--- config.mk ---
export PLATFORM = sky130hd
export DESIGN_NAME = adc_temperature_moving_average_top
export DESIGN_NICKNAME = d
export VERILOG_FILES = /design/src/rtl/atma_pkg.sv /design/src/rtl/adc_temperature_moving_average_top.sv /design/src/rtl/atma_ram.sv /design/src/rtl/atma_ctrl.sv /design/src/rtl/atma_dp.sv
export SDC_FILE = /design/constraint.sdc
export NUM_CORES = 1
export LEC_CHECK = 0
export BUFFER_PORTS_ARGS = -buffer_cell sky130_fd_sc_hd__buf_2
export CORE_ASPECT_RATIO = 1.25
export CORE_UTILIZATION = 41
export CTS_CLUSTER_SIZE = 28
export DETAILED_ROUTE_END_ITERATION = 8
export SETUP_SLACK_MARGIN = 0.3
export SKIP_LAST_GASP = 1
export SYNTH_ARGS = -nofsm -noshare
export SYNTH_HDL_FRONTEND = slang
export SYNTH_HIERARCHICAL = 1
export SYNTH_SLANG_ARGS = --single-unit
--- constraint.sdc ---
create_clock -name clk -period 5.55 [get_ports clk]
set_input_delay 0.555 -clock clk [delete_from_list [all_inputs] [get_ports clk]]
set_output_delay 0.555 -clock clk [all_outputs]
set_load 0.02 [all_outputs]
--- src/rtl/atma_pkg.sv ---
package atma_pkg;

    localparam int HISTORY_DEF = 50;
    localparam int CODE_W      = 10;
    localparam int TEMP_W      = 8;
    localparam int PROD_W      = 20;
    localparam int SCALE_W     = PROD_W - CODE_W;
    localparam int SCALE       = 900;
    localparam int ROUND       = 512;
    localparam int OFFSET_F    = 58;
    localparam int TEMP_MAX    = 255;

    typedef struct packed {
        logic accept;
        logic update;
        logic div_step;
        logic load_out;
    } atma_cmd_t;

    typedef struct packed {
        logic div_last;
        logic out_free;
    } atma_sts_t;

    function automatic logic [TEMP_W-1:0] to_fahrenheit(input logic [CODE_W-1:0] code);
        logic [PROD_W-1:0]  prod;
        logic [SCALE_W-1:0] scaled;
        logic [SCALE_W-1:0] diff;
        logic [TEMP_W-1:0]  res;
        prod   = PROD_W'(code) * PROD_W'(SCALE) + PROD_W'(ROUND);
        scaled = prod[PROD_W-1:CODE_W];
        diff   = scaled - SCALE_W'(OFFSET_F);
        if (scaled < SCALE_W'(OFFSET_F))
        begin
            res = '0;
        end
        else if (diff > SCALE_W'(TEMP_MAX))
        begin
            res = TEMP_W'(TEMP_MAX);
        end
        else
        begin
            res = diff[TEMP_W-1:0];
        end
        return res;
    endfunction

endpackage

--- src/rtl/adc_temperature_moving_average_top.sv ---
// channel   signals                              handshake
// in        adc_code[9:0]                        in_valid / in_ready
// out       avg_temp_f[7:0], history_empty       out_valid / out_ready
//
// An accepted item passes through the ring update and the serial divider, one
// quotient bit a cycle, into the result register; the next item is taken only
// after that result is loaded, so one item is in flight at a time.
// Reset clears the ring valid bits, slot, sum and count at once; no sweep.
// A finished result waits in the output register while the next item is taken;
// the divider result holds until that register is free.
module adc_temperature_moving_average_top #(
    parameter int HISTORY = atma_pkg::HISTORY_DEF
) (
    input  logic                        clk,
    input  logic                        rst_n,
    input  logic                        in_valid,
    output logic                        in_ready,
    input  logic [atma_pkg::CODE_W-1:0] adc_code,
    output logic                        out_valid,
    input  logic                        out_ready,
    output logic [atma_pkg::TEMP_W-1:0] avg_temp_f,
    output logic                        history_empty
);

    import atma_pkg::*;

    atma_cmd_t cmd;
    atma_sts_t sts;

    atma_ctrl u_ctrl (
        .clk     (clk),
        .rst_n   (rst_n),
        .in_valid(in_valid),
        .in_ready(in_ready),
        .sts     (sts),
        .cmd     (cmd)
    );

    atma_dp #(
        .HISTORY(HISTORY)
    ) u_dp (
        .clk          (clk),
        .rst_n        (rst_n),
        .cmd          (cmd),
        .sts          (sts),
        .adc_code     (adc_code),
        .out_valid    (out_valid),
        .out_ready    (out_ready),
        .avg_temp_f   (avg_temp_f),
        .history_empty(history_empty)
    );

    a_accept_update: assert property (@(posedge clk) disable iff (!rst_n)
        (in_valid && in_ready) |=> cmd.update)
        else $error("accepted item not followed by ring update");

    a_busy_after_update: assert property (@(posedge clk) disable iff (!rst_n)
        cmd.update |=> !in_ready)
        else $error("input ready during division");

    a_load_sets_valid: assert property (@(posedge clk) disable iff (!rst_n)
        cmd.load_out |=> out_valid)
        else $error("result load did not raise out_valid");

    a_load_when_free: assert property (@(posedge clk) disable iff (!rst_n)
        cmd.load_out |-> (!out_valid || out_ready))
        else $error("result overwritten before being taken");

    a_empty_zero: assert property (@(posedge clk) disable iff (!rst_n)
        (out_valid && history_empty) |-> (avg_temp_f == '0))
        else $error("empty history with nonzero mean");

endmodule

--- src/rtl/atma_ram.sv ---
module atma_ram #(
    parameter int WIDTH = 8,
    parameter int DEPTH = 50,
    parameter int ADDR_W = (DEPTH > 1) ? $clog2(DEPTH) : 1
) (
    input  logic              clk,
    input  logic              we,
    input  logic [ADDR_W-1:0] waddr,
    input  logic [WIDTH-1:0]  wdata,
    input  logic              re,
    input  logic [ADDR_W-1:0] raddr,
    output logic [WIDTH-1:0]  rdata
);

    logic [WIDTH-1:0] mem [DEPTH];
    logic [WIDTH-1:0] rdata_reg;

    always_ff @(posedge clk)
    begin
        if (we)
        begin
            mem[waddr] <= wdata;
        end
        if (re)
        begin
            rdata_reg <= mem[raddr];
        end
    end

    assign rdata = rdata_reg;

endmodule

--- src/rtl/atma_ctrl.sv ---
module atma_ctrl (
    input  logic                clk,
    input  logic                rst_n,
    input  logic                in_valid,
    output logic                in_ready,
    input  atma_pkg::atma_sts_t sts,
    output atma_pkg::atma_cmd_t cmd
);

    import atma_pkg::*;

    typedef enum logic [3:0] {
        S_IDLE   = 4'b0001,
        S_UPDATE = 4'b0010,
        S_DIV    = 4'b0100,
        S_DONE   = 4'b1000
    } state_t;

    state_t state_reg;
    state_t state_next;

    always_comb
    begin
        state_next   = state_reg;
        in_ready     = 1'b0;
        cmd.accept   = 1'b0;
        cmd.update   = 1'b0;
        cmd.div_step = 1'b0;
        cmd.load_out = 1'b0;
        case (state_reg)
            S_IDLE:
            begin
                in_ready   = 1'b1;
                cmd.accept = in_valid;
                if (in_valid)
                begin
                    state_next = S_UPDATE;
                end
            end
            S_UPDATE:
            begin
                cmd.update = 1'b1;
                state_next = S_DIV;
            end
            S_DIV:
            begin
                cmd.div_step = 1'b1;
                if (sts.div_last)
                begin
                    state_next = S_DONE;
                end
            end
            S_DONE:
            begin
                if (sts.out_free)
                begin
                    cmd.load_out = 1'b1;
                    state_next   = S_IDLE;
                end
            end
            default:
            begin
                state_next = S_IDLE;
            end
        endcase
    end

    always_ff @(posedge clk or negedge rst_n)
    begin
        if (!rst_n)
        begin
            state_reg <= S_IDLE;
        end
        else
        begin
            state_reg <= state_next;
        end
    end

endmodule

--- src/rtl/atma_dp.sv ---
module atma_dp #(
    parameter int HISTORY = atma_pkg::HISTORY_DEF
) (
    input  logic                               clk,
    input  logic                               rst_n,
    input  atma_pkg::atma_cmd_t                cmd,
    output atma_pkg::atma_sts_t                sts,
    input  logic [atma_pkg::CODE_W-1:0]        adc_code,
    output logic                               out_valid,
    input  logic                               out_ready,
    output logic [atma_pkg::TEMP_W-1:0]        avg_temp_f,
    output logic                               history_empty
);

    import atma_pkg::*;

    localparam int SLOT_W = (HISTORY > 1) ? $clog2(HISTORY) : 1;
    localparam int CNT_W  = $clog2(HISTORY + 1);
    localparam int SUM_W  = $clog2(HISTORY * TEMP_MAX + 1);
    localparam int STEP_W = $clog2(SUM_W);

    logic [TEMP_W-1:0]  reading_reg;
    logic [SLOT_W-1:0]  slot_reg;
    logic [HISTORY-1:0] valid_reg;
    logic [SUM_W-1:0]   sum_reg;
    logic [SUM_W-1:0]   sum_next;
    logic [CNT_W-1:0]   count_reg;
    logic [CNT_W-1:0]   count_next;
    logic [CNT_W-1:0]   rem_reg;
    logic [SUM_W-1:0]   quo_reg;
    logic [STEP_W-1:0]  step_reg;
    logic               out_valid_reg;
    logic [TEMP_W-1:0]  avg_reg;
    logic               empty_reg;

    logic [TEMP_W-1:0]  rd_data;
    logic [TEMP_W-1:0]  old_val;
    logic               old_nz;
    logic               new_nz;
    logic [CNT_W:0]     trial;
    logic               quo_bit;

    atma_ram #(
        .WIDTH (TEMP_W),
        .DEPTH (HISTORY),
        .ADDR_W(SLOT_W)
    ) u_ring (
        .clk  (clk),
        .we   (cmd.update),
        .waddr(slot_reg),
        .wdata(reading_reg),
        .re   (cmd.accept),
        .raddr(slot_reg),
        .rdata(rd_data)
    );

    // unwritten entries read as zero
    assign old_val    = valid_reg[slot_reg] ? rd_data : '0;
    assign old_nz     = (old_val != '0);
    assign new_nz     = (reading_reg != '0);
    assign sum_next   = sum_reg - SUM_W'(old_val) + SUM_W'(reading_reg);
    assign count_next = count_reg - CNT_W'(old_nz) + CNT_W'(new_nz);

    assign trial   = {rem_reg, quo_reg[SUM_W-1]};
    assign quo_bit = (trial >= {1'b0, count_reg});

    assign sts.div_last = (step_reg == '0);
    assign sts.out_free = !out_valid_reg || out_ready;

    always_ff @(posedge clk)
    begin
        if (cmd.accept)
        begin
            reading_reg <= to_fahrenheit(adc_code);
        end
        if (cmd.update)
        begin
            rem_reg  <= '0;
            quo_reg  <= sum_next;
            step_reg <= STEP_W'(SUM_W - 1);
        end
        else if (cmd.div_step)
        begin
            rem_reg  <= quo_bit ? CNT_W'(trial - {1'b0, count_reg}) : trial[CNT_W-1:0];
            quo_reg  <= {quo_reg[SUM_W-2:0], quo_bit};
            step_reg <= step_reg - 1'b1;
        end
        if (cmd.load_out)
        begin
            avg_reg   <= (count_reg == '0) ? '0 : quo_reg[TEMP_W-1:0];
            empty_reg <= (count_reg == '0);
        end
    end

    always_ff @(posedge clk or negedge rst_n)
    begin
        if (!rst_n)
        begin
            slot_reg      <= '0;
            valid_reg     <= '0;
            sum_reg       <= '0;
            count_reg     <= '0;
            out_valid_reg <= 1'b0;
        end
        else
        begin
            if (cmd.update)
            begin
                valid_reg[slot_reg] <= 1'b1;
                sum_reg             <= sum_next;
                count_reg           <= count_next;
                slot_reg            <= (slot_reg == SLOT_W'(HISTORY - 1)) ? '0 : slot_reg + 1'b1;
            end
            if (cmd.load_out)
            begin
                out_valid_reg <= 1'b1;
            end
            else if (out_ready)
            begin
                out_valid_reg <= 1'b0;
            end
        end
    end

    assign out_valid     = out_valid_reg;
    assign avg_temp_f    = avg_reg;
    assign history_empty = empty_reg;

endmodule

==> results of run 1 <==
## cell usage after synthesis, drive strengths merged (30+ instances only)
master and number:
inv 90, nand3 30, a22oi 42, mux4 34, edfxtp 439, dfrtp 80, ha 74, buf 37
nand2 73, a21o 39, nor3 40, o21ai 40, a21oi 51, mux2i 155, clkbuf 38, nor2 103
## kinds of logic after synthesis
group / Yosys count / share of synthesized area
compound gates: 299 / 0.08702
xor+xnor: 37 / 0.01358
buf+inv: 165 / 0.03080
simple gates: 375 / 0.07918
mux: 204 / 0.1018
fa+ha+maj: 97 / 0.05637
flops: 530 / 0.6312
## metrics by stage
step                power, W  worst slack [ns]  cells
global route         0.01523            0.2398   2555
global placement     0.01070            0.1836   2446
detailed placement   0.01082           0.09592   2446
finish               0.01441            0.6339   2555
CTS                  0.01450            0.3950   2546
floorplan           0.009416            0.5504   1707
## cell type report
cell class | count | area share
clock buffers | 69 | 0.05479
clock inverters | 30 | 0.01085
inverters | 90 | 0.01241
multi-input cells | 1012 | 0.3037
flip-flops and latches | 530 | 0.5665
well taps | 757 | 0.03479
repair buffers | 67 | 0.01691
## routing by layer
metal,vias up,wire (um),global-route usage,share of wire
met4,0,1708,0.07042,0.031
met2,350,27070,0.3086,0.50
met3,94,2385,0.02377,0.044
li1,6584,-,-,-
met5,-,0,0,0
met1,7114,23430,0.2401,0.43
## cell usage in the layout (no fill, tap or decap), types with 9 or more instances in the layout
cell,count
inv_1,90
nand3_1,30
a21oi_1,50
nand3b_1,11
a22oi_1,42
nand4_1,15
clkinv_2,11
nand2_1,73
nor2_1,102
mux2_2,15
clkbuf_1,10
a22o_1,13
xor2_1,9
nor3_1,38
o21ai_0,37
nand2b_1,19
dfxtp_1,10
xnor2_1,27
mux2i_1,155
a311oi_1,14
buf_4,42
nor2b_1,10
edfxtp_1,439
ha_1,74
o21bai_1,27
fa_1,22
a31oi_1,12
clkbuf_16,57
and2_1,18
o22ai_1,13
a21o_1,39
buf_2,23
dfrtp_1,76
mux4_2,34
## worst min-delay path by stage
stage                             from                  end  slack, ns  cells after the start
floorplan                        rst_n  u_ctrl/state_reg[1]       0.26                      0
global placement    u_dp/valid_reg[36]   u_dp/valid_reg[36]       0.43                      1
detailed placement   u_dp/valid_reg[4]    u_dp/valid_reg[4]       0.44                      1
CTS                           in_valid  u_ctrl/state_reg[1]       0.16                      2
global route                  in_valid  u_ctrl/state_reg[1]       0.20                      2
finish                        in_valid  u_ctrl/state_reg[1]       0.19                      2
## where the power goes
group / total, W / switching (W) / internal, W
Sequential: 0.00529 / 0.000250 / 0.00504
Combinational: 0.00548 / 0.00329 / 0.00219
Clock: 0.00364 / 0.00151 / 0.00213
## critical path: stages, from the launching register on
cell and delay, ns:
dfrtp_4 0.55, mux4_2 0.52, mux2i_1 0.14, o22ai_1 0.12
nor3_1 0.29, o211ai_1 0.14, buf_4 0.19, and2_1 0.17
fa_1 0.48, fa_1 0.47, nor2b_1 0.12, o21ai_0 0.10
a21oi_1 0.19, o21ai_0 0.12, a21oi_1 0.26, o2111ai_1 0.17
a31oi_1 0.24, mux2_2 0.37, o21ai_0 0.08
## repair_timing
action	in CTS	in global routing
setup endpoints to repair	0	8
setup buffers	0	9
resized for setup	0	2
endpoints found under the hold margin	33	0
hold buffers	1	0
==> results.ini, run 1 <==
[outcome]
status = finished, violations left
violations = design-rule violations

[clock_tree]
numCtsBuffers = 55
clockBufferDepth = 3
clock_latency_ns = 0.62
cts_tree = yes
clk_pin_slew_ns = 0.06
cts-root-buf = clkbuf_16
numClockSinks = 530
h-tree-depth = 2

[place]
finalWeightedCongestion = 0.8497
io_buffers = 24
dp_hpwl_mm = 35.54
placedInstanceArea_um2 = 25350

[cells_and_area]
design_area_um2 = 27220
final-seq-area_um2 = 15420
multiInputGateArea_um2 = 8268
drive_gt1_frac = 0.1296
diodes = 0
largest_reg_flops = 400
post-route-util = 0.4646
area_delta_synth_final_pct = 11.49
nFillCells = 5134
nNetsFinal = 1866

[drt]
wire_per_inst_um = 21.37
vias_per_cell = 5.535
drt-initial-drc-count = 1022
totalWireLength_mm = 54.59
ant_nets = 0
drc = 2
via_count = 14140
firstDrtPassIters = 7

[floorplan]
fp.coreArea_um2 = 58590
io_pins = 25
initial_core_util = 0.4167
fp.dieW_um = 220.3
rows = 99
die-area_um2 = 60530
die_y_um = 274.8

[synthesis]
syn-cell-area_um2 = 24410
yosysWarnings = 6
async_reset_ff_frac = 0.1528
synth_top_area_share = 0.5399
syn_inst = 1707
synth.yosys.seq_area_share = 0.6312
synthFlopType = edfxtp_1
syn-num-nets = 1817
synth_area_per_cell_um2 = 14.30
post-synth-top-area-cell = edfxtp_1
synth_cell_types = 84
synth-edff-count = 439
synth-seq-cells = 530
synth.area.top_cells = edfxtp_1 (54%), dfrtp_1 (8.2%), mux2i_1 (6.4%)

[worst_setup_path]
crit_required_ns = 5.99
startpoint = u_dp/slot_reg[0]
crit_type = register to register
rr_endpoint = u_dp/quo_reg[12]
endpoint_kind = register
ff2ff_setup_slack_ns = 0.63
startpoint_type = register
r2r_cells = 18
r2r-start = u_dp/slot_reg[0]
crit_path_end = u_dp/quo_reg[12]
arrival_ns = 5.35
crit_fanout = 17

[timing]
hold_viol = 0
fmax_mhz = 203.4
period_share = 0.8858
rsz0062_at_grt = false
timing.slew.headroom = 0.1320
setup_viol = 0
timing.final.max_slew_violations = 0
fin_skew_ns = 0.02684
layout_min_cycle_time_ns = 4.916
worst_pin_slew_ns = 1.299
finalSetupTns_ns = 0
holdWs_ns = 0.1884

[grt]
grt_pass1_wl_mm = 83.97
grtUsageTotal = 0.1833
grt_max_degree = 86
overflow = 0
grt_pass1_vias = 14240
antenna_found_initial = 0

[worst_hold_path]
hp-class = primary input to register

[power_and_ir_drop]
ir_drop_uv = 294.4
p_per_area_nw_per_um2 = 529.2
p_leak_nw = 9.937

[flow_run]
cap_violations = 0

Note: power is estimated with default switching activity, not from simulation.
==> inputs of run 2 (changes only) <==
--- a/config.mk
+++ b/config.mk
@@ -10,6 +10,7 @@
 export CORE_UTILIZATION = 41
 export CTS_CLUSTER_SIZE = 28
 export DETAILED_ROUTE_END_ITERATION = 8
+export RECOVER_POWER = 25
 export SETUP_SLACK_MARGIN = 0.3
 export SKIP_LAST_GASP = 1
 export SYNTH_ARGS = -nofsm -noshare
==> results.ini, run 2 (synthesis results as in run 1) <==
[outcome]
status = finished, violations left
violations = design-rule violations, max-capacitance violations, max-slew violations

[clock_tree]
numCtsBuffers = 55
cts_tree = yes
numClockSinks = 530
clk_pin_slew_ns = 0.06
cts-root-buf = clkbuf_16
clockBufferDepth = 3
h-tree-depth = 2
clock_latency_ns = 0.62

[power_and_ir_drop]
power_frac_clock = 0.252
p_int_w = 0.009371
swShare = 0.3502
p_switching_w = 0.005050
power_frac_comb = 0.379
power_frac_seq = 0.369
p_per_area_nw_per_um2 = 530.3
p_leak_nw = 9.912
ir_drop_uv = 292.6

[grt]
grt_pass1_wl_mm = 83.97
grtUsageTotal = 0.1833
grt_max_degree = 86
grt_pass1_vias = 14240
overflow = 0
antenna_found_initial = 0

[floorplan]
io_pins = 25
initial_core_util = 0.4167
fp.dieW_um = 220.3
die_y_um = 274.8
rows = 99
die-area_um2 = 60530
fp.coreArea_um2 = 58590

[drt]
vias_per_cell = 5.538
totalWireLength_mm = 54.60
wire_per_inst_um = 21.37
ant_nets = 0
via_count = 14150
drc = 2
firstDrtPassIters = 7
drt-initial-drc-count = 1025

[timing]
setup_viol = 0
period_share = 0.8863
setup_ws_ns = 0.6312
fin_skew_ns = 0.02608
timing.slew.headroom = -0.7031
finalSetupTns_ns = 0
timing.final.max_slew_violations = 292
worst_pin_slew_ns = 2.555
hold_viol = 0
fmax_mhz = 203.3
layout_min_cycle_time_ns = 4.919
rsz0062_at_grt = false

[worst_setup_path]
startpoint_type = register
crit_fanout = 17
arrival_ns = 5.36
crit_type = register to register
startpoint = u_dp/slot_reg[0]
crit_required_ns = 5.99
endpoint_kind = register
r2r-start = u_dp/slot_reg[0]

[cells_and_area]
layout_commonest_cell = edfxtp_1
diodes = 0
drive_gt1_frac = 0.1251
multiInputGateArea_um2 = 8268
largest_reg_flops = 400
area_delta_synth_final_pct = 11.39
final-seq-area_um2 = 15420
nNetsFinal = 1866
nFillCells = 5137
layout_common_cells = edfxtp_1 (439), mux2i_1 (155), nor2_1 (102)

[place]
io_buffers = 24
detailedPlace.worstSlack_ns = 0.09592
finalWeightedCongestion = 0.8497
dp_hpwl_mm = 35.54

[worst_hold_path]
hp-class = primary input to register
hp-start = in_valid

[flow_run]
cap_violations = 6

run 2: cell types whose count changed in the layout (fill, tap and decap cells not counted), sizes merged:
cell    delta
buf        -7
clkbuf     +7
run 2: cell type report:
cell class,instances,area share
clock inverter,30,0.01086
sequential,530,0.5671
inverter,90,0.01242
clock buffer,69,0.05484
timing repair buffer,67,0.01597
multi-input combinational,1012,0.3040
tap,757,0.03483
run 2: worst paths after layout:
| kind | endpoint | slack (ns) | depth (start not counted) |
|---|---|---|---|
| hold / removal | u_ctrl/state_reg[1] | 0.19 | 2 |
| hold reg to reg | u_dp/valid_reg[4] | 0.45 | 1 |
| min in group asynchronous | u_dp/valid_reg[44] | 0.97 | 2 |
| max in group asynchronous | u_dp/slot_reg[0] | 3.05 | 3 |
| setup / recovery | u_dp/quo_reg[12] | 0.63 | 18 |
| setup reg to reg | u_dp/quo_reg[12] | 0.63 | 18 |
run 2: power by group through the flow:
stage	Combinational (W)	Clock, W	Sequential (W)
after detailed placement	0.00543	0	0.00538
after CTS	0.00546	0.00373	0.00531
after global routing	0.00603	0.00387	0.00536
after floorplan	0.00400	0	0.00542
final	0.00546	0.00364	0.00532
after global placement	0.00532	0	0.00538
run 2: worst max-delay path, cell delays in order, from the launching register on:
cell       delay, ns
dfrtp_4         0.55
mux4_2          0.52
mux2i_1         0.14
o22ai_1         0.12
nor3_1          0.30
o211ai_1        0.14
buf_4           0.19
and2_1          0.17
fa_1            0.48
fa_1            0.47
nor2b_1         0.12
o21ai_0         0.10
a21oi_1         0.19
o21ai_0         0.12
a21oi_1         0.27
o2111ai_1       0.17
a31oi_1         0.24
mux2_2          0.37
o21ai_0         0.08
run 2: layer usage:
| layer | vias up | GRT usage | share of wire |
|---|---|---|---|
| li1 | 6583 | - | - |
| met1 | 7152 | 0.2401 | 0.43 |
| met2 | 320 | 0.3086 | 0.50 |
| met3 | 95 | 0.02377 | 0.038 |
| met4 | 0 | 0.07042 | 0.032 |
| met5 | - | 0 | 0 |
run 2: per-stage QoR:
stage                     hold slack [ns]  instance area [um2]  cells  utilization  total power, W
final                              0.1870                27190   2555       0.4642         0.01442
after global routing               0.1960                27190   2555       0.4642         0.01525
after CTS                          0.1590                27150   2546       0.4634         0.01450
after detailed placement           0.4380                25350   2446       0.4327         0.01082
after global placement             0.4325                25350   2446       0.4327         0.01070
after floorplan                    0.2594                24410   1707            -        0.009416
run 2: repair_timing:
action / CTS / global route
endpoints found under the hold margin: 33 / 0
setup endpoints to repair: 0 / 8
gates resized for setup: 0 / 2
hold buffers: 1 / 0
buffers inserted: 0 / 9
==> inputs of run 3 (changes only) <==
--- a/config.mk
+++ b/config.mk
@@ -5,8 +5,8 @@
 export SDC_FILE = /design/constraint.sdc
 export NUM_CORES = 1
 export LEC_CHECK = 0
+export ABC_AREA = 1
 export BUFFER_PORTS_ARGS = -buffer_cell sky130_fd_sc_hd__buf_2
-export CORE_ASPECT_RATIO = 1.25
 export CORE_UTILIZATION = 41
 export CTS_CLUSTER_SIZE = 28
 export DETAILED_ROUTE_END_ITERATION = 8
==> constraint.sdc (replaced) <==
create_clock -name clk -period 6.35 [get_ports clk]
set_input_delay 0.635 -clock clk [delete_from_list [all_inputs] [get_ports clk]]
set_output_delay 0.635 -clock clk [all_outputs]
set_load 0.02 [all_outputs]
==> results.ini, run 3 <==
[timing]
hold_viol = 0
setup_viol = 0
rsz0062_at_grt = false
worst_pin_slew_ns = 2.577
fin_skew_ns = 0.01600
period_share = 0.8066
finalSetupTns_ns = 0
fmax_mhz = 195.2
timing.final.max_slew_violations = 312
layout_min_cycle_time_ns = 5.122
timing.slew.headroom = -0.7177
setup_ws_ns = 1.228
holdWs_ns = 0.2089

[power_and_ir_drop]
power_frac_seq = 0.349
p_leak_nw = 10.74
p_switching_w = 0.005542
p_int_w = 0.007956
power_frac_clock = 0.228
swShare = 0.4106
p_per_area_nw_per_um2 = 494.8
power_w = 0.01350
power_frac_comb = 0.423
ir_drop_uv = 267.4

[place]
finalWeightedCongestion = 0.8689
place_inst = 3147
detailedPlace.worstSlack_ns = 1.314
dp_hpwl_mm = 36.23
io_buffers = 24

[grt]
antenna_found_initial = 0
grt_pass1_vias = 16800
grtUsageTotal = 0.1911
grt_max_degree = 208
grt_pass1_wl_mm = 93.56
overflow = 0

[synthesis]
yosysMostFrequentCell = nand2_1
synth_top_area_share = 0.5285
yosysWarnings = 6
netlist_top_cells_count = nand2_1 (586), edfxtp_1 (439), nand3_1 (321)
synth.area.top_cells = edfxtp_1 (53%), nand2_1 (8.8%), dfrtp_1 (8.0%)
synth_cell_types = 53
syn_inst = 2418
synth_area_per_cell_um2 = 10.32
synth-seq-cells = 530
synth.yosys.seq_area_share = 0.6178
synthFlopType = edfxtp_1
syn-cell-area_um2 = 24950
async_reset_ff_frac = 0.1528
post-synth-top-area-cell = edfxtp_1
synth-edff-count = 439
syn-num-nets = 2528

[clock_tree]
h-tree-depth = 2
clk_pin_slew_ns = 0.06
cts_hold_buf = 0
clock_latency_ns = 0.61
numClockSinks = 530
post_cts_buffers = 0
cts_tree = yes
ctsResizeCount = 0
numCtsBuffers = 54
clockBufferDepth = 3
cts-root-buf = clkbuf_16

[outcome]
status = finished, violations left
violations = max-capacitance violations, max-slew violations

[drt]
wire_per_inst_um = 18.08
vias_per_cell = 5.264
totalWireLength_mm = 58.74
firstDrtPassIters = 5
drt-initial-drc-count = 1458
via_count = 17100
drc = 0
ant_nets = 0

[cells_and_area]
largest_reg_flops = 400
area_delta_synth_final_pct = 9.359
layout_commonest_cell = nand2_1
layoutNonFillerInstCount = 3249
nNetsFinal = 2531
drive_gt1_frac = 0.06486
diodes = 0
nFillCells = 5536
layout_common_cells = nand2_1 (586), edfxtp_1 (439), nand3_1 (321)

[worst_setup_path]
r2r_cells = 14
crit_type = register to register
startpoint_type = register
arrival_ns = 5.47
crit_required_ns = 6.70
endpoint_kind = register
crit_fanout = 51

[floorplan]
fp.dieW_um = 248.7
die-area_um2 = 61830
fp.coreArea_um2 = 60250
die_y_um = 248.7
rows = 90
io_pins = 25
initial_core_util = 0.4141

[flow_run]
cap_violations = 6

[worst_hold_path]
hp-class = primary input to asynchronous set/reset pin

-- run 3: final cells by class --
| cell class | count | area (um2) | share of cell area |
|---|---|---|---|
| tap | 782 | 978.4 | 0.03587 |
| timing repair buffer | 42 | 247.7 | 0.009081 |
| clock buffer | 69 | 1408 | 0.05160 |
| multi-input combinational | 1566 | 8077 | 0.2961 |
| sequential | 530 | 15420 | 0.5652 |
| clock inverter | 33 | 292.8 | 0.01073 |
| inverter | 227 | 857.1 | 0.03142 |
-- run 3: kinds of logic after synthesis --
family | after synthesis | synth area share
AO/OA/AOI/OAI | 268 | 0.06069
XOR/XNOR | 16 | 0.005618
adder cells (fa/ha/maj) | 96 | 0.05477
buffers and inverters | 322 | 0.05833
flip-flops | 530 | 0.6178
AND/OR/NAND/NOR | 1186 | 0.2028
-- run 3: power by group through the flow --
stage | registers [W] | logic (W) | clock network [W]
final | 0.00471 | 0.00572 | 0.00307
after global routing | 0.00475 | 0.00647 | 0.00327
after CTS | 0.00467 | 0.00574 | 0.00314
after detailed placement | 0.00474 | 0.00571 | 0
after global placement | 0.00474 | 0.00562 | 0
after floorplan | 0.00481 | 0.00411 | 0
-- run 3: final timing paths --
path,startpoint,end,slack (ns)
max,u_dp/reading_reg[6],u_dp/quo_reg[13],1.23
min,rst_n,u_dp/count_reg[2],0.21
max reg2reg,u_dp/reading_reg[6],u_dp/quo_reg[13],1.23
min reg2reg,u_dp/valid_reg[29],u_dp/valid_reg[29],0.45
max in group asynchronous,rst_n,u_dp/slot_reg[1],5.30
min in group clk,out_ready,u_dp/out_valid,0.28
-- run 3: through the flow --
step                cell area, um2  utilization
floorplan                    24950            -
global placement             25610       0.4251
detailed placement           25610       0.4251
CTS                          27310       0.4533
global route                 27280       0.4528
finish                       27280       0.4528
-- run 3: worst max-delay path: stages, from the launching register on --
cell and delay (ns):
edfxtp_1 0.32, clkbuf_1 1.81, inv_1 0.33, fa_1 0.65
inv_1 0.04, ha_1 0.34, nand2_1 0.09, o21ai_0 0.15
a21oi_1 0.08, o21ai_0 0.42, inv_1 0.08, o211ai_1 0.23
a21oi_1 0.09, o21ai_0 0.12, nand2_1 0.07
-- run 3: layer usage --
metal | vias up | part of all wire | routed length, um | global-route usage
li1 | 8242 | - | - | -
met1 | 8350 | 0.45 | 26190 | 0.2623
met2 | 417 | 0.48 | 28030 | 0.3177
met3 | 93 | 0.049 | 2881 | 0.02041
met4 | 0 | 0.028 | 1639 | 0.06229
met5 | - | 0 | 0 | 0
